File: config.mk
export PLATFORM = sky130hd
export DESIGN_NAME = ppm_p6_to_argb4444_decoder_unit
export DESIGN_NICKNAME = d
export VERILOG_FILES = /design/src/hw/rtl/ppmdec_pkg.sv /design/src/hw/rtl/ppmdec_front.sv /design/src/hw/rtl/ppmdec_fifo.sv /design/src/hw/rtl/ppmdec_back.sv /design/src/hw/rtl/ppm_p6_to_argb4444_decoder_unit.sv
export SDC_FILE = /design/constraint.sdc
export NUM_CORES = 1
export LEC_CHECK = 0
export BUFFER_PORTS_ARGS = -buffer_cell sky130_fd_sc_hd__clkbuf_2
export CORE_AREA = 2 2 276 169
export CTS_CLUSTER_SIZE = 8
export DETAILED_ROUTE_END_ITERATION = 16
export DIE_AREA = 0 0 278 171
export PLACE_DENSITY = 0.66
export SLEW_MARGIN = 10
export SYNTH_ARGS = -nofsm -noshare
export SYNTH_HDL_FRONTEND = slang
export SYNTH_SLANG_ARGS = --single-unit
File: constraint.sdc
create_clock -name i_clk -period 8.4 [get_ports i_clk]
set_input_delay 0.84 -clock i_clk [delete_from_list [all_inputs] [get_ports i_clk]]
set_output_delay 0.84 -clock i_clk [all_outputs]
set_load 0.01 [all_outputs]
File: src/hw/rtl/ppmdec_pkg.sv
// Shared types and constants for the PPM P6 to ARGB4444 decoder.
`default_nettype none
package ppmdec_pkg;

    localparam int DIM_BITS = 16;
    localparam logic [15:0] DIM_MAX = 16'((1 << DIM_BITS) - 1);
    localparam logic [16:0] ACC_MAX = 17'h1FFFF;

    localparam int Q_DEPTH = 4;
    localparam int Q_AW = $clog2(Q_DEPTH);

    localparam logic [7:0] CH_P = 8'h50;
    localparam logic [7:0] CH_6 = 8'h36;
    localparam logic [7:0] CH_HASH = 8'h23;
    localparam logic [7:0] CH_NL = 8'h0A;
    localparam logic [7:0] CH_ZERO = 8'h30;
    localparam logic [3:0] ALPHA = 4'hF;
    localparam logic [3:0] NIB_MAX = 4'hF;

    localparam logic [1:0] CHAN_R = 2'd0;
    localparam logic [1:0] CHAN_G = 2'd1;
    localparam logic [1:0] CHAN_B = 2'd2;

    typedef enum logic [2:0] {
        K_HEADER    = 3'd0,
        K_PIXEL     = 3'd1,
        K_BAD_MAGIC = 3'd2,
        K_BAD_TOKEN = 3'd3,
        K_ZERO_MAX  = 3'd4
    } t_kind;

    typedef struct packed {
        t_kind      kind;
        logic [1:0] chan;
        logic [7:0] data;
    } t_job;

    function automatic logic is_space(input logic [7:0] c);
        return (c == 8'h20) || ((c >= 8'h09) && (c <= 8'h0D));
    endfunction

    function automatic logic is_digit(input logic [7:0] c);
        return (c >= 8'h30) && (c <= 8'h39);
    endfunction

endpackage
`default_nettype wire

File: src/hw/rtl/ppmdec_front.sv
// Front end: header parser and pixel channel classifier.
`default_nettype none
module ppmdec_front (
    input  wire                 i_clk,
    input  wire                 i_rst_n,
    input  wire                 i_accept,
    input  wire [7:0]           i_byte,
    output logic                o_job_push,
    output ppmdec_pkg::t_job    o_job,
    output logic [15:0]         o_width,
    output logic [15:0]         o_height,
    output logic [15:0]         o_maxval
);

    typedef enum logic [7:0] {
        P_MAGIC_WS  = 8'b0000_0001,
        P_MAGIC_6   = 8'b0000_0010,
        P_MAGIC_END = 8'b0000_0100,
        P_HDR_WS    = 8'b0000_1000,
        P_NUM       = 8'b0001_0000,
        P_COMMENT   = 8'b0010_0000,
        P_PIXELS    = 8'b0100_0000,
        P_ERROR     = 8'b1000_0000
    } t_phase;

    t_phase      r_phase, n_phase;
    logic [16:0] r_acc, n_acc;
    logic [1:0]  r_vidx, n_vidx;
    logic [15:0] r_width, n_width;
    logic [15:0] r_height, n_height;
    logic [15:0] r_maxval, n_maxval;
    logic [1:0]  r_chan, n_chan;
    logic [31:0] r_pix, n_pix;

    logic [3:0]  dig;
    logic [20:0] acc10;
    logic [15:0] v_dim;
    logic [15:0] v_max;
    logic        sp;
    logic        dg;

    assign dig   = 4'(i_byte - ppmdec_pkg::CH_ZERO);
    assign acc10 = 21'({r_acc, 3'b000}) + 21'({r_acc, 1'b0}) + 21'(dig);
    assign v_dim = (r_acc > {1'b0, ppmdec_pkg::DIM_MAX}) ? ppmdec_pkg::DIM_MAX : r_acc[15:0];
    assign v_max = r_acc[16] ? 16'hFFFF : r_acc[15:0];
    assign sp    = ppmdec_pkg::is_space(i_byte);
    assign dg    = ppmdec_pkg::is_digit(i_byte);

    always_comb begin
        n_phase    = r_phase;
        n_acc      = r_acc;
        n_vidx     = r_vidx;
        n_width    = r_width;
        n_height   = r_height;
        n_maxval   = r_maxval;
        n_chan     = r_chan;
        n_pix      = r_pix;
        o_job_push = 1'b0;
        o_job.kind = ppmdec_pkg::K_PIXEL;
        o_job.chan = r_chan;
        o_job.data = i_byte;
        if (i_accept) begin
            case (r_phase)
                P_MAGIC_WS: begin
                    if (!sp) begin
                        if (i_byte == ppmdec_pkg::CH_P) begin
                            n_phase = P_MAGIC_6;
                        end else begin
                            n_phase    = P_ERROR;
                            o_job_push = 1'b1;
                            o_job.kind = ppmdec_pkg::K_BAD_MAGIC;
                        end
                    end
                end
                P_MAGIC_6: begin
                    if (i_byte == ppmdec_pkg::CH_6) begin
                        n_phase = P_MAGIC_END;
                    end else begin
                        n_phase    = P_ERROR;
                        o_job_push = 1'b1;
                        o_job.kind = ppmdec_pkg::K_BAD_MAGIC;
                    end
                end
                P_MAGIC_END: begin
                    if (sp) begin
                        n_phase = P_HDR_WS;
                    end else begin
                        n_phase    = P_ERROR;
                        o_job_push = 1'b1;
                        o_job.kind = ppmdec_pkg::K_BAD_MAGIC;
                    end
                end
                P_HDR_WS: begin
                    if (sp) begin
                        n_phase = P_HDR_WS;
                    end else if (i_byte == ppmdec_pkg::CH_HASH) begin
                        n_phase = P_COMMENT;
                    end else if (dg) begin
                        n_acc   = 17'(dig);
                        n_phase = P_NUM;
                    end else begin
                        n_phase    = P_ERROR;
                        o_job_push = 1'b1;
                        o_job.kind = ppmdec_pkg::K_BAD_TOKEN;
                    end
                end
                P_NUM: begin
                    if (dg) begin
                        n_acc = (acc10 > 21'(ppmdec_pkg::ACC_MAX)) ? ppmdec_pkg::ACC_MAX
                                                                   : acc10[16:0];
                    end else begin
                        n_acc = '0;
                        if (r_vidx == 2'd2) begin
                            n_maxval   = v_max;
                            n_vidx     = 2'd0;
                            o_job_push = 1'b1;
                            if (v_max == 16'd0) begin
                                n_phase    = P_ERROR;
                                o_job.kind = ppmdec_pkg::K_ZERO_MAX;
                            end else begin
                                n_pix      = 32'(r_width) * 32'(r_height);
                                n_chan     = ppmdec_pkg::CHAN_R;
                                n_phase    = P_PIXELS;
                                o_job.kind = ppmdec_pkg::K_HEADER;
                            end
                        end else begin
                            if (r_vidx == 2'd0) begin
                                n_width = v_dim;
                            end else begin
                                n_height = v_dim;
                            end
                            n_vidx = 2'(r_vidx + 2'd1);
                            if (sp) begin
                                n_phase = P_HDR_WS;
                            end else if (i_byte == ppmdec_pkg::CH_HASH) begin
                                n_phase = P_COMMENT;
                            end else begin
                                n_phase    = P_ERROR;
                                o_job_push = 1'b1;
                                o_job.kind = ppmdec_pkg::K_BAD_TOKEN;
                            end
                        end
                    end
                end
                P_COMMENT: begin
                    if (i_byte == ppmdec_pkg::CH_NL) begin
                        n_phase = P_HDR_WS;
                    end
                end
                P_PIXELS: begin
                    if (r_pix != 32'd0) begin
                        o_job_push = 1'b1;
                        if (r_chan == ppmdec_pkg::CHAN_B) begin
                            n_chan = ppmdec_pkg::CHAN_R;
                            n_pix  = r_pix - 32'd1;
                        end else begin
                            n_chan = 2'(r_chan + 2'd1);
                        end
                    end
                end
                P_ERROR: begin
                    n_phase = P_ERROR;
                end
                default: begin
                    n_phase = P_ERROR;
                end
            endcase
        end
    end

    always_ff @(posedge i_clk) begin
        if (!i_rst_n) begin
            r_phase  <= P_MAGIC_WS;
            r_acc    <= '0;
            r_vidx   <= '0;
            r_width  <= '0;
            r_height <= '0;
            r_maxval <= '0;
            r_chan   <= '0;
            r_pix    <= '0;
        end else begin
            r_phase  <= n_phase;
            r_acc    <= n_acc;
            r_vidx   <= n_vidx;
            r_width  <= n_width;
            r_height <= n_height;
            r_maxval <= n_maxval;
            r_chan   <= n_chan;
            r_pix    <= n_pix;
        end
    end

    assign o_width  = r_width;
    assign o_height = r_height;
    assign o_maxval = r_maxval;

endmodule
`default_nettype wire

File: src/hw/rtl/ppmdec_fifo.sv
// Short job queue between the parser and the channel scaler.
`default_nettype none
module ppmdec_fifo (
    input  wire                 i_clk,
    input  wire                 i_rst_n,
    input  wire                 i_push,
    input  ppmdec_pkg::t_job    i_data,
    input  wire                 i_pop,
    output ppmdec_pkg::t_job    o_data,
    output logic                o_full,
    output logic                o_valid
);

    ppmdec_pkg::t_job              r_mem [ppmdec_pkg::Q_DEPTH];
    logic [ppmdec_pkg::Q_AW-1:0]   r_wp, r_rp;
    logic [ppmdec_pkg::Q_AW:0]     r_cnt;
    logic                          wr, rd;

    assign o_full  = (r_cnt == (ppmdec_pkg::Q_AW + 1)'(ppmdec_pkg::Q_DEPTH));
    assign o_valid = (r_cnt != '0);
    assign wr      = i_push && !o_full;
    assign rd      = i_pop && o_valid;
    assign o_data  = r_mem[r_rp];

    always_ff @(posedge i_clk) begin
        if (wr) begin
            r_mem[r_wp] <= i_data;
        end
    end

    always_ff @(posedge i_clk) begin
        if (!i_rst_n) begin
            r_wp  <= '0;
            r_rp  <= '0;
            r_cnt <= '0;
        end else begin
            if (wr) begin
                r_wp <= r_wp + 1'b1;
            end
            if (rd) begin
                r_rp <= r_rp + 1'b1;
            end
            case ({wr, rd})
                2'b10:   r_cnt <= r_cnt + 1'b1;
                2'b01:   r_cnt <= r_cnt - 1'b1;
                default: r_cnt <= r_cnt;
            endcase
        end
    end

endmodule
`default_nettype wire

File: src/hw/rtl/ppmdec_back.sv
// Back end: iterative channel scaler, pixel assembly and output register.
`default_nettype none
module ppmdec_back (
    input  wire                 i_clk,
    input  wire                 i_rst_n,
    input  ppmdec_pkg::t_job    i_job,
    input  wire                 i_job_valid,
    output logic                o_job_pop,
    input  wire [15:0]          i_maxval,
    input  wire                 i_pop,
    output logic                o_empty,
    output logic [2:0]          o_kind,
    output logic [15:0]         o_word
);

    typedef enum logic [1:0] {
        S_IDLE = 2'b01,
        S_DIV  = 2'b10
    } t_state;

    t_state      r_state, n_state;
    logic [16:0] r_rem, n_rem;
    logic [16:0] r_den, n_den;
    logic [3:0]  r_q, n_q;
    logic [1:0]  r_k, n_k;
    logic        r_sat, n_sat;
    logic [1:0]  r_chan, n_chan;
    logic [7:0]  r_part, n_part;
    logic        r_valid, n_valid;
    ppmdec_pkg::t_kind r_kind, n_kind;
    logic [15:0] r_word, n_word;

    logic        out_free;
    logic [16:0] b30;
    logic [16:0] num;
    logic [16:0] den;
    logic [20:0] shifted;
    logic        ge;
    logic [3:0]  nib;

    assign out_free = !r_valid || i_pop;
    assign b30      = 17'({i_job.data, 5'b0_0000}) - 17'({i_job.data, 1'b0});
    assign num      = b30 + {1'b0, i_maxval};
    assign den      = {i_maxval, 1'b0};
    assign shifted  = {4'b0000, r_den} << r_k;
    assign ge       = {4'b0000, r_rem} >= shifted;
    assign nib      = r_sat ? ppmdec_pkg::NIB_MAX : {r_q[3:1], ge};

    always_comb begin
        n_state   = r_state;
        n_rem     = r_rem;
        n_den     = r_den;
        n_q       = r_q;
        n_k       = r_k;
        n_sat     = r_sat;
        n_chan    = r_chan;
        n_part    = r_part;
        n_valid   = r_valid && !i_pop;
        n_kind    = r_kind;
        n_word    = r_word;
        o_job_pop = 1'b0;
        case (r_state)
            S_IDLE: begin
                if (i_job_valid) begin
                    if (i_job.kind != ppmdec_pkg::K_PIXEL) begin
                        if (out_free) begin
                            o_job_pop = 1'b1;
                            n_valid   = 1'b1;
                            n_kind    = i_job.kind;
                            n_word    = '0;
                        end
                    end else begin
                        o_job_pop = 1'b1;
                        n_rem     = num;
                        n_den     = den;
                        n_sat     = {4'b0000, num} >= {den, 4'b0000};
                        n_q       = '0;
                        n_k       = 2'd3;
                        n_chan    = i_job.chan;
                        n_state   = S_DIV;
                    end
                end
            end
            S_DIV: begin
                if (r_k != 2'd0) begin
                    if (ge) begin
                        n_rem      = r_rem - shifted[16:0];
                        n_q[r_k]   = 1'b1;
                    end
                    n_k = r_k - 2'd1;
                end else begin
                    case (r_chan)
                        ppmdec_pkg::CHAN_R: begin
                            n_part  = {nib, 4'b0000};
                            n_state = S_IDLE;
                        end
                        ppmdec_pkg::CHAN_G: begin
                            n_part  = {r_part[7:4], nib};
                            n_state = S_IDLE;
                        end
                        default: begin
                            if (out_free) begin
                                n_valid = 1'b1;
                                n_kind  = ppmdec_pkg::K_PIXEL;
                                n_word  = {ppmdec_pkg::ALPHA, r_part, nib};
                                n_state = S_IDLE;
                            end
                        end
                    endcase
                end
            end
            default: begin
                n_state = S_IDLE;
            end
        endcase
    end

    always_ff @(posedge i_clk) begin
        if (!i_rst_n) begin
            r_state <= S_IDLE;
            r_valid <= 1'b0;
            r_part  <= '0;
        end else begin
            r_state <= n_state;
            r_valid <= n_valid;
            r_part  <= n_part;
        end
    end

    always_ff @(posedge i_clk) begin
        r_rem  <= n_rem;
        r_den  <= n_den;
        r_q    <= n_q;
        r_k    <= n_k;
        r_sat  <= n_sat;
        r_chan <= n_chan;
        r_kind <= n_kind;
        r_word <= n_word;
    end

    assign o_empty = !r_valid;
    assign o_kind  = r_kind;
    assign o_word  = r_word;

endmodule
`default_nettype wire

File: src/hw/rtl/ppm_p6_to_argb4444_decoder_unit.sv
// Top level of the PPM P6 stream to ARGB4444 pixel decoder.
// Input queue side: drive i_in_byte and raise i_push; a byte is taken at a
// rising edge with i_push high and o_full low. Result queue side: while
// o_empty is low, o_out_kind, o_img_width, o_img_height and o_pixel_word show
// the oldest result, and it is taken at an edge with i_pop high.
// The parser handles one byte per cycle while the queue is not full and
// hands header results, errors and pixel channel bytes to a four-entry job
// queue. The scaler takes one channel byte at a time: a load step, then four
// restoring divide steps by 2*maxval; it takes no new byte until the last
// step is done. Header results and errors skip the divide steps. A pixel
// result reaches the output register once the divide steps of its blue byte
// are done and the output register is free.
// Reset (synchronous, active low) returns the parser to the magic search,
// clears the queue and drops any waiting result.
// When the receiver stalls, the output register holds its word, the scaler
// holds its finished blue channel, the queue fills and o_full rises.
`default_nettype none
module ppm_p6_to_argb4444_decoder_unit (
    input  wire         i_clk,
    input  wire         i_rst_n,
    input  wire         i_push,
    output logic        o_full,
    input  wire [7:0]   i_in_byte,
    output logic        o_empty,
    input  wire         i_pop,
    output logic [2:0]  o_out_kind,
    output logic [15:0] o_img_width,
    output logic [15:0] o_img_height,
    output logic [15:0] o_pixel_word
);

    ppmdec_pkg::t_job q_in, q_out;
    logic             q_push, q_pop, q_full, q_valid;
    logic [15:0]      maxval;
    logic             accept;

    assign accept = i_push && !q_full;
    assign o_full = q_full;

    ppmdec_front u_front (
        .i_clk      (i_clk),
        .i_rst_n    (i_rst_n),
        .i_accept   (accept),
        .i_byte     (i_in_byte),
        .o_job_push (q_push),
        .o_job      (q_in),
        .o_width    (o_img_width),
        .o_height   (o_img_height),
        .o_maxval   (maxval)
    );

    ppmdec_fifo u_fifo (
        .i_clk   (i_clk),
        .i_rst_n (i_rst_n),
        .i_push  (q_push),
        .i_data  (q_in),
        .i_pop   (q_pop),
        .o_data  (q_out),
        .o_full  (q_full),
        .o_valid (q_valid)
    );

    ppmdec_back u_back (
        .i_clk       (i_clk),
        .i_rst_n     (i_rst_n),
        .i_job       (q_out),
        .i_job_valid (q_valid),
        .o_job_pop   (q_pop),
        .i_maxval    (maxval),
        .i_pop       (i_pop),
        .o_empty     (o_empty),
        .o_kind      (o_out_kind),
        .o_word      (o_pixel_word)
    );

endmodule
`default_nettype wire
# Word level (Yosys, flattened, before mapping)
# Memories as Yosys holds them, arrays and structs flattened. A register that Yosys moved wholly into a read port is not among the register bits.
# Cells that the tools add are included.
# classes
add_sub_neg	14
mul	1
n_lt_le_gt_ge	10
eq_ne	41
n_shift	1
n_mux	116
bitwise_logic	8
reduce_logical	39
# op_table
op	n
32-bit two-way mux	5
17-bit two-way mux	9
16-bit two-way mux	8
8-bit two-way mux	13
17-bit one-hot mux with 2 select lines	2
32-bit one-hot mux with 2 select lines	1
8-bit one-hot mux with 7 select lines	1
17-bit by 21-bit greater-or-equal comparator with 1-bit output	2
2-bit two-way mux	21
3-bit two-way mux	14
8-bit by 6-bit equality test with 1-bit output (second input constant)	4
16-bit by 16-bit multiplier with 32-bit output	1
16-bit one-hot mux with 2 select lines	1
32-bit nonzero test	1
32-bit by 1-bit subtractor with 32-bit output (second input constant)	1
1-bit two-way mux	25
5-bit AND reduction	5
20-bit by 18-bit adder with 21-bit output	1
21-bit by 4-bit adder with 21-bit output	1
21-bit by 17-bit > comparator with 1-bit output (second input constant)	1
17-bit by 2-bit left shift with 21-bit output	1
4-bit two-way mux	5
2-bit by 1-bit inequality test with 1-bit output (second input constant)	10
2-bit inequality test (second input constant)	9
other kinds (48)	88
# totals
reg_bits	188
ram_bits	52
input_bits	12
out_inout_bits	53
mem_count	1
# mem_list
name	words	width	read_ports	rd_clocked_by_memory_dff	write_ports	line	rtl
u_fifo.r_mem	4	13	1	1	1	ppmdec_fifo.sv:14	ppmdec_pkg::t_job r_mem [ppmdec_pkg::Q_DEPTH];

# Depth between registers and ports, before layout
# Gate-level depths: netlist (run 1).
# depth
depth_word	11
mapped_depth	24
ltp_nobuf	23

# Hierarchy
# From an unflattened synthesis (run 1), not the netlist that was laid out.
# unflattened
hier_cells	2429
area_unflattened_um2	22526.6
# modules_own_cells
mod	n_inst	cells_each	area_per_inst_um2	seq_area_each_um2
ppmdec_front	1	1780	14854.2	2182.1
ppmdec_back	1	529	5268.8	1901.8
ppmdec_fifo	1	119	2389.8	1741.7
ppm_p6_to_argb4444_decoder_unit	1	1	13.8	0.0

# Worst setup path after synthesis (run 1)
# Ideal clock, no wire load.
# synth_timing
kind	register to register
start	reg u_front.r_height[9] (netlist: u_front.o_height[9])
end	reg u_front.r_pix[30]
t_arrival_ns	6.043
setup_slack_ns	2.236
stages_incl_launch_ff	23
n_path_buf	2
path_cell_list	dfxtp_1 > clkbuf_1 > clkbuf_1 > nand2_1 > fa_1 > fa_1 > inv_1 > fa_1 > fa_1 > fa_1 > inv_1 > fa_1 > inv_1 > ha_1 > a211oi_1 > o21ai_0 > a31o_2 > a221oi_2 > o221a_2 > o21ai_0 > o311ai_0 > mux2i_1 > a21boi_1
# synth_between
elab_chain_len	5
# synth_rtl
item	line	rtl
from (decl)	ppmdec_front.sv:30	logic [15:0] r_height, n_height;
from (signal assigned)	ppmdec_front.sv:186	r_height <= n_height;
16-bit by 16-bit multiplier with 32-bit output	ppmdec_front.sv:121	n_pix = 32'(r_width) * 32'(r_height);
32-bit two-way mux	ppmdec_front.sv:117	if (v_max == 16'd0) begin
32-bit two-way mux	ppmdec_front.sv:113	if (r_vidx == 2'd2) begin
32-bit two-way mux	ppmdec_front.sv:108	if (dg) begin
32-bit one-hot mux with 2 select lines	ppmdec_front.sv:63	case (r_phase)
to (signal assigned)	ppmdec_front.sv:189	r_pix <= n_pix;
to (decl)	ppmdec_front.sv:33	logic [31:0] r_pix, n_pix;
# No other way between the ends. The select of a mux whose other input is x is not followed.
# A chain may end at the register's enable or synchronous reset.

# Final worst setup path (run 1)
# layout_timing
start	reg u_front.r_width[0] (netlist: u_front.o_width[0])
end	reg u_front.r_pix[30]
# layout_between
elab_chain_len	5
# layout_rtl
item	line	rtl
from (decl)	ppmdec_front.sv:29	logic [15:0] r_width, n_width;
from (signal assigned)	ppmdec_front.sv:185	r_width <= n_width;
16-bit by 16-bit multiplier with 32-bit output	ppmdec_front.sv:121	
32-bit two-way mux	ppmdec_front.sv:117	
32-bit two-way mux	ppmdec_front.sv:113	
32-bit two-way mux	ppmdec_front.sv:108	
32-bit one-hot mux with 2 select lines	ppmdec_front.sv:63	
# No other way between the ends. The select of a mux whose other input is x is not followed.

==> reports/metrics.yaml, run 1 <==
cts_tree: "built"
dr.first_iter.drc_count: 1964
grt_antenna_before_repair: 0
die_x_um: 278
crit_family: "adder cells"
vias_per_cell: 5.80
fin_total_pwr_uw: 4210
p_sw_uw: 1420
synth-seq-cells: 237
reg2reg_depth: 20
postCtsSetupRepairBufs: 0
final_common_cell: "inv_1"
cts_sinks: 237
grt_util_all_layers_pct: 25.7
r2r_start: "u_front.o_width[0]$_SDFFE_PN0P_"
critPathCapture: "u_front.r_pix[30]$_SDFFE_PN0P_"
grt_max_degree: 76
finalClockSkew_ns: 0.0504
layout_common_cells: "inv_1, nand2_1, ha_1"
firstDrtPassIters: 6
synth-edff-count: 108
setup_viol: 0
dominantRegCellSynth: "dfxtp_1"
critPathKind: "reg2reg"
combPwrFrac_pct: 32.4
rsz0062_at_grt: "false"
slew_headroom_pct: 25.8
power.density_nw_per_um2: 174
htreeDepth: 2
crit_chain: "nand2_1, fa_1, fa_1, inv_1, fa_1, fa_1, fa_1, inv_1, fa_1, inv_1, ha_1, a211oi_1, o21ai_0, a31o_2, a221oi_2, o221a_2, o21ai_0, o311ai_0, mux2i_1, a21boi_1"
min_period_ns: 6.85
cts_resized: 0
fp-row-count: 61
power.internal_uw: 2780
synth_nets: 2811
path_clk_slew_ns: 0.05
initial_core_util_pct: 49.1
synth_top_area_share_pct: 17.8
slew_viol_final: 0
pwr-share-clk_pct: 32.4
tightest_slew_ns: 1.11
grt-ovfl-total: 0
totalNegativeSetupSlack_ns: 0
drc_errors: 0
io_buffers: 64
drive_above_1_share_pct: 7.80
ys_types: 87
wl_per_cell_um: 19.8
synth_area_sq_um: 22300
fin_crit_sh_pct: 81.5
seq_power_share_pct: 35.2
peakVddDrop_mv: 0.140
fp.dieH_um: 171
status: "completed"
p_leak_uw: 0.0114
crit_path_start: "u_front.o_width[0]$_SDFFE_PN0P_"
r2r_end: "u_front.r_pix[30]$_SDFFE_PN0P_"
crit_path_end_kind: "flip-flop"
hold_buffers: 0
crit_top_cell: "fa_1"
antennaDiodeCount: 0
cp-start-kind: "flip-flop"
fill_cells: 4023
crit_fanout: 18
worstPathRequired_ns: 8.83
gp_congestion: 0.948
nets: 2826
path_depth: 20
grt_pass1_vias: 17000
fp.coreArea_sq_um: 45400
ys_warn_count: 0
clockBufferDepth: 3
hold_path.class: "reg2reg"
die-area_sq_um: 47500
yosysTopAreaCell: "fa_1"
avgSynthCellArea_sq_um: 9.29
maxCapViolations: 0
postRouteAntennaNets: 0
netSwitchingFraction_pct: 33.9
reg2reg_slack_ns: 1.55
ys_top_cells_by_area: "fa_1, edfxtp_1, dfxtp_1"
slowest_stage: "dfxtp_1"
io_pins: 65
cts-root-buf: "clkbuf_16"
area_delta_synth_final_pct: 8.30
numCtsBuffers: 36
finalHoldViolations: 0
insertion_delay_ns: 0.55
path_buf_inv: 3
ys_seq_area_share_pct: 26.1
cp_slowest_stage_delay_ns: 0.96
timing.fmax_mhz: 146
place_hpwl_mm: 45.8
netlist_instances: 2402
routed_wl_mm: 60.0
critPathArrivalTime_ns: 7.28
grt_pass1_wl_mm: 96.6
min_path_cells: 2
vias: 17600
async_flop_share_pct: 0
worst min-delay path, stage by stage (launching register included):
cell and delay [ns]:
dfxtp_1 0.30, nand2_1 0.05, a21boi_0 0.07
power by group through the flow:
stage,Sequential (uW),Combinational [uW],Clock [uW]
2_1_floorplan,1500,989,0
3_3_place_gp,1500,1290,0
3_5_place_dp,1500,1340,0
4_1_cts,1480,1350,1380
5_1_grt,1490,1510,1440
6_report,1480,1360,1360
flip-flops by register name (all words and copies together), names as in the netlist, 13 cells and up, named ones only:
register,flops
u_fifo.r_mem,52
u_front.r_pix,32
u_front.r_acc,17
u_back.r_den,16
u_back.r_rem,16
u_front.o_height,16
u_front.o_maxval,16
u_front.o_width,16
u_back.o_word,13
cells by family (layout without fill, tap and decap cells):
group	after synthesis	after routing	synth area share, %
xor gates and xnor gates	76	76	2.98
AOI/OAI and AO/OA	464	464	14.5
muxes	42	42	2.79
adders and majority gates	397	397	28.9
DFF	237	237	26.1
and+or+nand+nor	785	785	17.8
buffers and inverters	401	435	6.91
worst min path at each step:
stage,startpoint,endpoint,slack (ns)
after global placement,u_back.r_part[1]$_SDFFE_PN0P_,u_back.r_part[1]$_SDFFE_PN0P_,0.46
after detailed placement,u_back.r_part[0]$_SDFFE_PN0P_,u_back.r_part[0]$_SDFFE_PN0P_,0.46
after global routing,u_back.r_part[0]$_SDFFE_PN0P_,u_back.r_part[0]$_SDFFE_PN0P_,0.50
after floorplan,u_back.r_part[0]$_SDFFE_PN0P_,u_back.r_part[0]$_SDFFE_PN0P_,0.44
final,u_back.r_part[2]$_SDFFE_PN0P_,u_back.r_part[2]$_SDFFE_PN0P_,0.47
after CTS,u_back.r_part[0]$_SDFFE_PN0P_,u_back.r_part[0]$_SDFFE_PN0P_,0.47
cell usage after synthesis, drive strengths merged, types with 7 or more instances:
cell type  instances
a221o             13
nand3b             7
o21ai            107
nor3b             10
fa               198
a21oi             93
o31a               7
a22o               8
buf               16
o21a              30
nand2b            16
edfxtp           108
nand3             39
ha               199
and3               9
xor2              27
mux2i             15
or3               15
nand2            279
o211a             53
a21boi            21
nor2b             24
and4               9
clkbuf            86
mux2              12
nand4             13
nor2             139
a21o              29
and2             145
mux4              15
nor3              42
xnor2             49
nor4              16
a31oi             15
o211ai            11
inv              299
a211oi            21
dfxtp            129
stage by stage:
| stage | instances | hold slack (ns) | instance area (sq um) | util [%] | setup WS (ns) |
|---|---|---|---|---|---|
| after CTS | 3034 | 0.471 | 24200 | 53.2 | 1.65 |
| after global placement | 2977 | 0.455 | 23100 | 50.9 | 1.76 |
| after floorplan | 2402 | 0.435 | 22300 | - | 2.24 |
| final | 3034 | 0.469 | 24200 | 53.2 | 1.55 |
| after global routing | 3034 | 0.498 | 24200 | 53.2 | 1.29 |
| after detailed placement | 2977 | 0.461 | 23100 | 50.9 | 1.68 |
area by class of cell:
class,instances,area (sq um),area share (%)
clock inverters,5,106,0.440
flip-flops and latches,237,5830,24.1
multi-input cells,1764,15000,61.9
clock buffers,52,961,3.98
inverters,299,1120,4.64
well taps,598,748,3.10
repair buffers,79,435,1.80
routing by layer:
metal	vias up	share of wire, %	GRT usage [%]
met1	8675	50	40.8
met5	-	0	0
met3	65	10	8.15
li1	8207	-	-
met2	654	38	33.7
met4	0	1.2	3.97
(Power assumes the default switching activity.)
==> inputs of run 2 (changes only) <==
Settings changed: PLACE_DENSITY 0.66 to 0.68.
Clock period 8.4 ns to 5.5 ns, I/O delays scaled along.
==> run 2 against run 1 <==
Against the previous run:
- the run now ends with negative setup slack left
- utilization up 4.3 points
- non-clock buffer count up 167
- wire length up 2.9%
- combinational power up 66%
- sequential cell count unchanged
==> reports/metrics.yaml, run 2 (same netlist as run 1, synthesis figures left out) <==
status: "finished, violations left"
violations: "negative setup slack"
slowest_stage: "fa_1"
largest-register: "u_fifo.r_mem"
firstDrtPassIters: 6
rsz0062_at_grt: "true"
drc_errors: 0
place_hpwl_mm: 47.4
clockBufferDepth: 3
grt_max_degree: 68
area_delta_synth_final_pct: 17.0
finalClockSkew_ns: 0.0218
vias_per_cell: 5.71
crit_chain: "buf_4, buf_4, nand2_1, fa_1, inv_1, fa_1, fa_1, fa_2, fa_1, inv_2, fa_1, inv_2, ha_4, o21ai_2, nand2b_1, a31o_2, a221oi_4, o221a_4, o21ai_1, a21oi_1, xor2_1, o21ai_1"
fp.dieH_um: 171
drive_above_1_share_pct: 19.3
critPathArrivalTime_ns: 6.29
hold_path.class: "in2reg"
die_x_um: 278
cp-start-kind: "flip-flop"
htreeDepth: 2
power.density_nw_per_um2: 250
postRouteAntennaNets: 0
cts_sinks: 237
slew_viol_final: 0
path_clk_slew_ns: 0.06
wl_per_cell_um: 19.3
crit_top_cell: "fa_1"
hold_ws_ns: 0.292
tightest_slew_ns: 1.17
grt_antenna_before_repair: 0
hold_buffers: 0
vias: 18300
cp_slowest_stage_delay_ns: 0.59
final_common_cell: "inv_1"
maxCapViolations: 0
antennaDiodeCount: 0
setup_viol: 13
critPathKind: "reg2reg"
worstPathRequired_ns: 5.92
gp_congestion: 0.941
initial_core_util_pct: 49.1
io_buffers: 64
worst_slack_ns: -0.370
cts_tree: "built"
fp-row-count: 61
peakVddDrop_mv: 0.244
die-area_sq_um: 47500
insertion_delay_ns: 0.54
grt_pass1_vias: 17300
io_pins: 65
fp.coreArea_sq_um: 45400
grt-ovfl-total: 0
largest_reg_flops: 52
grt_util_all_layers_pct: 25.9
grt_pass1_wl_mm: 97.4
cts-root-buf: "clkbuf_16"
finalHoldViolations: 0
layout_common_cells: "inv_1, nand2_1, fa_1"
crit_fanout: 6
timing.fmax_mhz: 170
dr.first_iter.drc_count: 1698
slew_headroom_pct: 21.8
reg.largest.list: "u_fifo.r_mem: 52 flops, u_front.r_pix: 32 flops, u_front.r_acc: 17 flops"
routed_wl_mm: 61.8
numCtsBuffers: 35
crit_path_end_kind: "flip-flop"
min_period_ns: 5.87
nets: 2992
fin_crit_sh_pct: 107
p_leak_uw: 0.0124
place_ws_ns: -0.580
==> run 2: cell count changes in the layout (fill, tap and decap cells not counted), sizes merged <==
cell      previous run  this run
buf                 16       183
clkinv               4         0
inv                299       302
clkbuf             115       116
clkinvlp             1         0
==> run 2: critical path, delay by kind of cell, from the launching register on <==
kind	cells	cell delay [ns]
fa+ha+maj	7	3.37
compound gates	7	1.29
flops	1	0.38
buf+inv	5	0.36
simple gates	2	0.19
xor+xnor	1	0.17
==> run 2: metal layers <==
layer  up-vias  GRT usage [%]  routed length, um
met5         -           1.44                 92
met4         2           4.23                822
met3        75           7.44               6350
met2       726           34.4              24600
met1      8930           41.1              29900
li1       8532              -                  -
==> run 2: where the power goes <==
| part | internal (uW) | switching [uW] |
|---|---|---|
| Clock | 1200 | 838 |
| Sequential | 2130 | 95.2 |
| Combinational | 956 | 1310 |
==> run 2: through the flow <==
stage | instances | total power [uW] | util, % | setup TNS, ns | cell area (sq um)
2_1_floorplan | 2402 | 3800 | - | -0.418 | 22700
3_3_place_gp | 3109 | 4300 | 53.5 | -5.02 | 24300
3_5_place_dp | 3109 | 4400 | 53.5 | -6.19 | 24300
4_1_cts | 3197 | 6440 | 56.8 | -3.01 | 25800
5_1_grt | 3200 | 6860 | 57.5 | -6.59 | 26100
6_report | 3200 | 6530 | 57.5 | -3.28 | 26100
==> run 2: repair_timing <==
item                       in CTS  in global routing
pin swaps                      79                 26
setup endpoints to repair      22                 23
buffers inserted               32                  4
gates resized for setup        82                 68
hold endpoints to repair        0                  0
==> run 2: final timing paths <==
path | startpoint | end | slack, ns | cells after the start
hold reg to reg | u_back.r_part[3]$_SDFFE_PN0P_ | u_back.r_part[3]$_SDFFE_PN0P_ | 0.46 | 2
setup / recovery | u_front.o_width[7]$_SDFFE_PN0P_ | u_front.r_pix[28]$_SDFFE_PN0P_ | -0.37 | 22
hold / removal | i_in_byte[7] | u_fifo.r_mem[0][7]$_DFFE_PP_ | 0.29 | 1
setup reg to reg | u_front.o_width[7]$_SDFFE_PN0P_ | u_front.r_pix[28]$_SDFFE_PN0P_ | -0.37 | 22
==> run 2: layout make-up <==
class / instances / area (sq um)
Fill cell: 3804 / 19300
Multi-Input combinational cell: 1764 / 15600
Sequential cell: 237 / 5910
Timing Repair Buffer: 246 / 1760
Inverter: 299 / 1120
Clock buffer: 53 / 953
Tap cell: 598 / 748
Clock inverter: 3 / 48.8
==> inputs of run 3 (changes only) <==
Settings changed: TNS_END_PERCENT set to 50.
==> run 3 against run 2 <==
Against the previous run:
- the flow still finishes with violations (negative setup slack)
- sequential share of layout area increased by 0.11 points
- clock skew fell by 0.0043 ns
- worst hold slack improved by 0.0055 ns
- utilization is 0.25 points lower
- count of clock-buffer cells in the layout unchanged
- final cell count is 0.13% lower
- worst setup slack worse by 0.011 ns
- combinational power barely moved
- first-iteration DRC count increased by 7.7%
- clock power is essentially flat
- final area shrank 0.44%
- largest cell class unchanged
==> reports/metrics.yaml, run 3 (same netlist as run 1, synthesis figures left out) <==
cts-root-buf: "clkbuf_16"
maxCapViolations: 0
fp.dieH_um: 171
slowest_stage: "fa_1"
wl_met1_mm: 29.9
violations: "negative setup slack"
finalHoldViolations: 0
grt_max_degree: 68
critPathKind: "reg2reg"
crit_fanout: 6
htreeDepth: 2
crit_top_cell: "fa_1"
grt-ovfl-total: 0
fp.coreArea_sq_um: 45400
top_layer_used: "met5"
grt_antenna_before_repair: 0
largest_reg_flops: 52
largest-register: "u_fifo.r_mem"
layout_common_cells: "inv_1, nand2_1, fa_1, ha_1, buf_4"
cp_slowest_stage_delay_ns: 0.51
hold_buffers: 0
drive_above_1_share_pct: 18.7
stdcell_count: 3196
finalClockSkew_ns: 0.0175
timing.fmax_mhz: 170
place_hpwl_mm: 47.4
reg.largest.list: "u_fifo.r_mem: 52 flops, u_front.r_pix: 32 flops, u_front.r_acc: 17 flops"
drc_errors: 0
cp-start-kind: "flip-flop"
slew_viol_final: 0
rsz0062_at_grt: "true"
cts_sinks: 237
nets: 2988
routed_wl_mm: 61.7
tightest_slew_ns: 1.11
place_ws_ns: -0.580
die-area_sq_um: 47500
wl_per_cell_um: 19.3
wl_met2_mm: 24.5
status: "finished, violations left"
clockBufferDepth: 3
fin_total_pwr_uw: 6520
vias_per_cell: 5.72
crit_chain: "buf_6, and2_4, fa_1, inv_2, fa_1, fa_1, inv_2, fa_1, fa_1, inv_1, fa_1, inv_2, ha_4, a21o_1, a31o_2, a32o_2, a221oi_4, o221a_4, o21ai_1, a21oi_1, xor2_1, o21ai_1"
critPathArrivalTime_ns: 6.30
grt_util_all_layers_pct: 25.9
wl_met3_mm: 6.50
grt_pass1_vias: 17300
peakVddDrop_mv: 0.243
fin_crit_sh_pct: 107
cts_tree: "built"
path_clk_slew_ns: 0.05
power.density_nw_per_um2: 251
vias: 18300
fill_cells: 3826
initial_core_util_pct: 49.1
gp_congestion: 0.941
numCtsBuffers: 35
crit_path_end_kind: "flip-flop"
setup_viol: 15
dr.first_iter.drc_count: 1828
io_pins: 65
io_buffers: 64
hold_path.class: "in2reg"
worstPathRequired_ns: 5.91
min_period_ns: 5.88
antennaDiodeCount: 0
insertion_delay_ns: 0.53
area_delta_synth_final_pct: 16.5
slew_headroom_pct: 25.9
postRouteAntennaNets: 0
firstDrtPassIters: 6
worst_slack_ns: -0.381
final_core_util_pct: 57.3
grt_pass1_wl_mm: 97.3
final_common_cell: "inv_1"
fp-row-count: 61
die_x_um: 278
p_leak_uw: 0.0124
dp_cells: 3109
-- run 3: path summary, 6_finish.rpt --
| kind | startpoint | endpoint | slack [ns] | depth (start not counted) |
|---|---|---|---|---|
| worst max-delay path | u_front.o_height[4]$_SDFFE_PN0P_ | u_front.r_pix[28]$_SDFFE_PN0P_ | -0.38 | 22 |
| worst min-delay path | i_in_byte[7] | u_fifo.r_mem[0][7]$_DFFE_PP_ | 0.30 | 1 |
| worst max register to register | u_front.o_height[4]$_SDFFE_PN0P_ | u_front.r_pix[28]$_SDFFE_PN0P_ | -0.38 | 22 |
| worst min register to register | u_back.r_part[3]$_SDFFE_PN0P_ | u_back.r_part[3]$_SDFFE_PN0P_ | 0.46 | 2 |
-- run 3: timing repair --
item,4_1_cts,5_1_grt
setup buffers,29,3
endpoints found under the setup margin,22,23
gates cloned,0,0
gates resized for setup,78,53
pin swaps,77,33
-- run 3: where the power goes --
part | internal (uW) | switching (uW) | total [uW]
Combinational | 956 | 1310 | 2260
Clock | 1200 | 831 | 2030
Sequential | 2130 | 95.2 | 2230
Total | 4290 | 2230 | 6520
-- run 3: cell type report --
class                      instances  area, sq um  share of cell area, %
clock buffer                      53          953                   3.67
clock inverter                     3         48.8                  0.188
inverter                         299         1120                   4.32
multi-input combinational       1764        15500                   59.6
sequential                       237         5910                   22.7
tap                              598          748                   2.88
timing repair buffer             242         1710                   6.59
-- run 3: through the flow --
| step | area [sq um] | hold WS (ns) | TNS (ns) |
|---|---|---|---|
| global placement | 24300 | 0.452 | -5.02 |
| global route | 26000 | 0.297 | -6.83 |
| finish | 26000 | 0.298 | -3.24 |
| CTS | 25800 | 0.277 | -3.05 |
| detailed placement | 24300 | 0.459 | -6.19 |
| floorplan | 22700 | 0.435 | -0.418 |
-- run 3: worst max-delay path, delay by kind of cell (launching register included) --
kind / cells / cell delay, ns
XOR/XNOR: 1 / 0.18
AND/OR/NAND/NOR: 1 / 0.15
buffers and inverters: 5 / 0.33
AO/OA/AOI/OAI: 8 / 1.54
flip-flops: 1 / 0.38
adder cells (fa/ha/maj): 7 / 3.17
-- run 3: per-layer routing --
metal / global-route usage, % / vias to the layer above
met4: 4.14 / 2
li1: - / 8530
met2: 34.4 / 782
met1: 41.2 / 8917
met5: 1.44 / -
met3: 7.39 / 66
